[src/rtl/core/swmr_pkg.sv]
// Shared types and constants for the sliding-window mean r-squared block.
`default_nettype none
package swmr_pkg;
  localparam int unsigned MaxItems = 4096;
  localparam int unsigned SampW    = 20;
  localparam int unsigned RsqW     = 17;
  localparam int unsigned WinW     = 12;

  // Work item passed from the front part to the back part.
  typedef struct packed {
    logic [SampW-1:0] x0;
    logic [SampW-1:0] x1;
    logic [SampW-1:0] x2;
    logic [SampW-1:0] y0;
    logic [SampW-1:0] y1;
    logic [SampW-1:0] y2;
    logic             has_win;
    logic             last;
  } job_t;
endpackage
`default_nettype wire

[src/rtl/core/swmr_front.sv]
// Front part: keeps the pair history and the count, builds window jobs.
`default_nettype none
module swmr_front #(
  parameter int unsigned MAX_ITEMS = swmr_pkg::MaxItems,
  parameter int unsigned CntW      = $clog2(MAX_ITEMS + 1)
) (
  input  wire logic                       clk,
  input  wire logic                       rst,
  input  wire logic                       in_valid,
  output logic                            in_ready,
  input  wire logic [swmr_pkg::SampW-1:0] scan_pos,
  input  wire logic [swmr_pkg::SampW-1:0] ref_size,
  input  wire logic                       last_pair,
  output logic                            q_valid,
  input  wire logic                       q_ready,
  output swmr_pkg::job_t                  q_job,
  output logic [CntW-1:0]                 q_cnt,
  output logic                            q_ovf
);
  logic [swmr_pkg::SampW-1:0] px0, px1, py0, py1;
  logic [CntW-1:0] pair_count;
  logic            overflow_seen;
  logic            take, full;

  assign in_ready = !q_valid || q_ready;
  assign take     = in_valid && in_ready;
  assign full     = (pair_count == CntW'(MAX_ITEMS));

  // history and one-entry job queue
  always_ff @(posedge clk) begin
    if (rst) begin
      q_valid <= 1'b0; pair_count <= '0; overflow_seen <= 1'b0;
      px0 <= '0; px1 <= '0; py0 <= '0; py1 <= '0;
    end else begin
      if (q_valid && q_ready) q_valid <= 1'b0;
      if (take) begin
        q_valid <= 1'b1;
        q_job.x0 <= px0; q_job.x1 <= px1; q_job.x2 <= ref_size;
        q_job.y0 <= py0; q_job.y1 <= py1; q_job.y2 <= scan_pos;
        q_job.has_win <= !full && (pair_count >= CntW'(2));
        q_job.last <= last_pair;
        q_cnt <= full ? pair_count : pair_count + CntW'(1);
        q_ovf <= overflow_seen || full;
        if (last_pair) begin
          pair_count <= '0; overflow_seen <= 1'b0;
          px0 <= '0; px1 <= '0; py0 <= '0; py1 <= '0;
        end else if (full) begin
          overflow_seen <= 1'b1;
        end else begin
          pair_count <= pair_count + CntW'(1);
          px0 <= px1; px1 <= ref_size; py0 <= py1; py1 <= scan_pos;
        end
      end
    end
  end
endmodule
`default_nettype wire

[config.mk]
export PLATFORM = sky130hd
export DESIGN_NAME = swmr_front
export DESIGN_NICKNAME = d
export VERILOG_FILES = /design/src/rtl/core/swmr_pkg.sv /design/src/rtl/core/swmr_front.sv
export SDC_FILE = /design/constraint.sdc
export NUM_CORES = 1
export LEC_CHECK = 0
export BUFFER_PORTS_ARGS = -buffer_cell sky130_fd_sc_hd__buf_2
export CORE_MARGIN = 10
export CORE_UTILIZATION = 40
export DETAILED_ROUTE_END_ITERATION = 8
export PLACE_DENSITY_LB_ADDON = 0.05
export SLEW_MARGIN = 20
export SYNTH_ARGS = -nofsm -noshare
export SYNTH_HDL_FRONTEND = slang
export SYNTH_SLANG_ARGS = --single-unit
[constraint.sdc]
create_clock -name clk -period 16.8 [get_ports clk]
set_input_delay 0.84 -clock clk [delete_from_list [all_inputs] [get_ports clk]]
set_output_delay 0.84 -clock clk [all_outputs]
set_load 0.05 [all_outputs]
# --- Word level (Yosys, flattened, before mapping) ---
# Cells that the tools add are included.
totals:
  wordCells: 48
  out_inout_bits: 138
  inputBits: 45
  reg_bits: 231
op_classes:
  bitwise: 1
  order_cmp: 1
  eq_ne: 2
  n_reduce_logical: 12
  mux: 14
  n_addsub: 1
ops:
  columns: ["op", "n"]
  rows:
  - ["two-way mux 20 bit", 8]
  - ["two-way mux 13 bit", 2]
  - ["adder 13 x 1 -> 13 bit (second input constant)", 1]
  - ["== test 13 bit (second input constant)", 1]
  - [">= comparator 13 x 2 -> 1 bit (second input constant)", 1]
  - ["AND reduction 2 bit", 3]
  - ["two-way mux 1 bit", 4]
  - ["nonzero test 2 bit", 2]
  - ["logical AND 1 bit", 3]
  - ["logical NOT 1 bit", 2]
  - ["logical OR 1 bit", 2]
  - ["!= test 2 bit (second input constant)", 1]
  - ["NOT 1 bit", 1]

# --- Logic depth before layout (Yosys ltp) ---
logic_depth:
  ltp_word: 4
  mapped_depth: 8

# --- Worst setup path before layout ---
# No wires, ideal clock.
synth_timing:
  path_kind: "in2reg"
  start: "input q_ready"
  end: "register q_cnt[0], enable pin"
  setup_slack_ns: 8.774
  t_arrival_ns: 7.393
  required_time_ns: 16.167
  path_stages: 4
  setup_time_ns: 0.633
  n_path_buf: 1
  path_cell_list: "nand2b_1 nand2_1 clkbuf_1 nor2_1"
synth_via:
  elab_chain_cells: 3
synth_lines:
  columns: ["element", "line", "source"]
  rows:
  - ["start: declaration", "swmr_front.sv:15", "input wire logic q_ready,"]
  - ["logical OR 1 bit", "swmr_front.sv:25", "assign in_ready = !q_valid || q_ready;"]
  - ["logical AND 1 bit", "swmr_front.sv:26", "assign take = in_valid && in_ready;"]
  - ["AND reduction 2 bit (no line)", null, null]
  - ["end signal: assignment", "swmr_front.sv:42", "q_cnt <= full ? pair_count : pair_count + CntW'(1);"]
  - ["end: declaration", "swmr_front.sv:17", "output logic [CntW-1:0] q_cnt,"]
# No other way between the ends.
# A chain may end at the register's enable or synchronous reset.

# --- Worst setup path in the final report ---
layout_timing:
  start: "input q_ready"
  end: "register py1[2] (netlist bit)"
layout_via:
  elab_chain_cells: 3
layout_lines:
  columns: ["element", "line", "source"]
  rows:
  - ["logical OR 1 bit", "swmr_front.sv:25", null]
  - ["logical AND 1 bit", "swmr_front.sv:26", null]
  - ["AND reduction 2 bit (no line)", null, null]
  - ["end signal: assignment", "swmr_front.sv:51", "px0 <= px1; px1 <= ref_size; py0 <= py1; py1 <= scan_pos;"]
  - ["end: declaration", "swmr_front.sv:20", "logic [swmr_pkg::SampW-1:0] px0, px1, py0, py1;"]
# No other way between the ends.

==> impl_metrics.csv <==
group,metric,value,unit
clock_tree,insertion_delay,0.51,ns
route,dr.pass1.iters,4,
power_and_ir_drop,leakage,3.85,nW
timing,timing.setup.tns,0,ns
grt,grt_pass1_vias,5152,
route,dr_wl_met3,1.90,mm
power_and_ir_drop,peakVddDrop,0.0000818,V
route,wl_per_cell,17.1,µm
setup_path,crit_slowest_cell,"nor3b_1",
timing,setup_viol,0,
logic_synthesis,synth_nets,625,
route,routed.top_layer,"met4",
timing,skew,0.0124,ns
floorplan,die_height,165,µm
clock_tree,numCtsBuffers,24,
setup_path,cp_max_fo,81,
logic_synthesis,synth-warning-count,0,
clock_tree,ctsResizeCount,0,
clock_tree,cts_hold_buffers,0,
clock_tree,clockRootBuffer,"clkbuf_16",
placed_design,dp.final_hpwl,11.5,mm
layout,nets,795,
floorplan,coreArea,21000,µm²
route,viasPerCell,4.85,
timing,finalCritPeriodShare,0.145,
clock_tree,cts_tree,"built",
logic_synthesis,avgSynthCellArea,14.7,µm²
hold_path,hold_class,"flop to flop",
setup_path,rr_worst_depth,7,
placed_design,portBuffers,182,
logic_synthesis,synth_top_area_frac,0.482,
timing,drv_slew,0,
power_and_ir_drop,powerDensity,123,nW/µm²
route,wl,17.8,mm
hold_path,min_path_cells,0,
placed_design,place_congestion,0.771,
setup_path,cp_top_family,"simple AND/OR/NAND/NOR gates",
timing,whs,0.427,ns
grt,grt_usage,0.126,
layout,area_growth,22.7,%
hold_path,min_to,"q_job[116]$_DFFE_PP_",
grt,antenna_found_initial,1,
layout,final_core_util,0.496,
clock_tree,htree_levels,1,
setup_path,rr_startpoint,"pair_count[0]$_SDFFE_PP0P_",
floorplan,initial_core_util,0.404,
timing,rsz0062_at_grt,"no",
logic_synthesis,seq_area_frac_synth,0.707,
setup_path,regToRegSetupSlack,14.46,ns
floorplan,dieArea,27400,µm²
timing,layout_min_cycle_time,2.44,ns
setup_path,path_cells,"buf_2, nand2b_1, nor3b_1, nand2_8, o32ai_1",
setup_path,cp-startpoint,"q_ready",
grt,grt_start_max_net_pins,89,
setup_path,critPathLaunchType,"input port",
route,vias,5051,
logic_synthesis,synth.distinct_cells,37,
logic_synthesis,ys_ff_latch,231,
layout,fillers,1888,
route,wl_met1,7.59,mm
clock_tree,cts.sinks,231,
floorplan,rows,53,
clock_tree,clk_pin_slew,0.06,ns
logic_synthesis,syn-cell-area,8470,µm²
setup_path,critPathMaxStageDelay,0.76,ns
status,status,"complete, no violations",
layout,drive_gt1_frac,0.350,
timing,worstMarginPinSlew,0.981,ns
clock_tree,cts_setup_buffers,0,
setup_path,cp.required,17.20,ns
route,drt_iter0_drc,299,
route,antenna_left,0,
hold_path,hp-start,"px0[14]$_SDFFE_PP0P_",
logic_synthesis,syn_inst,577,
logic_synthesis,yosys.area.top_type,"edfxtp_1",
floorplan,ioPinCount,183,
setup_path,timing.rr.end,"py1[2]$_SDFFE_PP0P_",
setup_path,critical_path_buf_inv_count,1,
timing,hold_viol_final,0,
setup_path,cp.depth,5,
timing,clock.fmax,0.410,GHz
setup_path,worstPathArrival,2.84,ns
floorplan,die_w,165,µm
timing,slew_headroom,0.346,
flow_run,maxCapViolCount,0,
clock_tree,clock_path_buffers,3,
setup_path,cp-end-kind,"flop",
grt,grt_pass1_wl,27.9,mm
logic_synthesis,synth_area_leaders,"edfxtp_1 (48%), dfxtp_1 (22%), o32ai_2 (7.7%)",
setup_path,crit_type,"input port to flop",
grt,grt_overflow,0,
route,dr_wl_met2,8.06,mm
route,drc,0,
## cell usage in the layout (no fill, tap or decap), types with 5 or more instances in the layout
master and n:
o32ai_2 40, xnor2_1 9, nand2b_1 43, a21oi_1 14, inv_1 83, dfxtp_1 95, clkbuf_16 25, clkbuf_1 6
or3_1 7, o21ai_0 11, nor2_1 6, buf_2 181, clkbuf_8 5, edfxtp_1 136, nand2_1 7, o32ai_1 41
## synthesized netlist by cell type (all sizes together)
cell type,n
nand4b,1
o21ba,1
xor2,2
edfxtp,136
and4,2
a41oi,4
buf,23
a21oi,14
nor3,1
nand2,8
o2111ai,1
nand4,3
o32ai,81
clkbuf,19
a22oi,1
ha,3
a211oi,1
and2,4
nor4,2
nand2b,43
or4,2
inv,83
and3,1
nor3b,1
a31oi,4
or3,7
o21a,1
nand3,4
xnor2,9
nand3b,1
nor2,7
mux2i,1
o21ai,11
dfxtp,95
## flip-flops by register name, indices dropped and copies added (netlist names)
name,cells
overflow_seen,1
pair_count,13
px0,20
px1,20
py0,20
py1,20
q_cnt,13
q_job,122
q_ovf,1
q_valid,1
## cell type report
cell class | count | area [µm²] | area share
Inverter | 83 | 312 | 0.0300
Multi-Input combinational cell | 221 | 1970 | 0.189
Clock inverter | 8 | 115 | 0.0111
Clock buffer | 36 | 717 | 0.0690
Sequential cell | 231 | 5990 | 0.576
Tap cell | 275 | 344 | 0.0331
Antenna cell | 1 | 2.50 | 0.000241
Timing Repair Buffer | 186 | 947 | 0.0912
## power breakdown
part | internal (mW) | switching [mW]
registers | 0.619 | 0.00655
logic | 0.0223 | 0.0811
clock network | 0.340 | 0.209
## through the flow
step / cells / total power [mW] / setup slack, ns / cell area, µm²
after floorplan: 577 / 0.717 / 8.77 / 8470
after global placement: 996 / 0.741 / 13.80 / 9540
after detailed placement: 996 / 0.742 / 13.72 / 9540
after CTS: 1040 / 1.30 / 14.19 / 10400
after global routing: 1040 / 1.32 / 14.20 / 10400
final: 1041 / 1.28 / 14.36 / 10400
## how the worst max path moves through the flow
| stage | to |
|---|---|
| after floorplan | q_cnt[0]$_DFFE_PP_ |
| after global placement | px1[14]$_SDFFE_PP0P_ |
| after detailed placement | py1[2]$_SDFFE_PP0P_ |
| after CTS | py1[2]$_SDFFE_PP0P_ |
| after global routing | py1[5]$_SDFFE_PP0P_ |
| final | py1[2]$_SDFFE_PP0P_ |
## cells by family after synthesis
group	count (synthesis)	synth area share
AOI/OAI and AO/OA	119	0.146
xor gates and xnor gates	11	0.0114
adders and majority gates	3	0.00443
buffers and inverters	125	0.0640
DFF	231	0.707
muxes	1	0.00118
and+or+nand+nor	87	0.0659
## metal layers
metal | track usage | up-vias
li1 | - | 2465
met1 | 0.162 | 2390
met2 | 0.197 | 174
met3 | 0.0481 | 22
met4 | 0.0327 | 0
met5 | 0 | -
## worst reg2reg max path, stage by stage (launching register included)
cell     delay (ns)
dfxtp_1        0.40
inv_1          0.12
ha_1           0.22
and2_1         0.19
nand4_4        0.22
o21ba_4        0.16
buf_6          0.62
o32ai_1        0.26
Note: power is estimated with default switching activity, not from simulation.
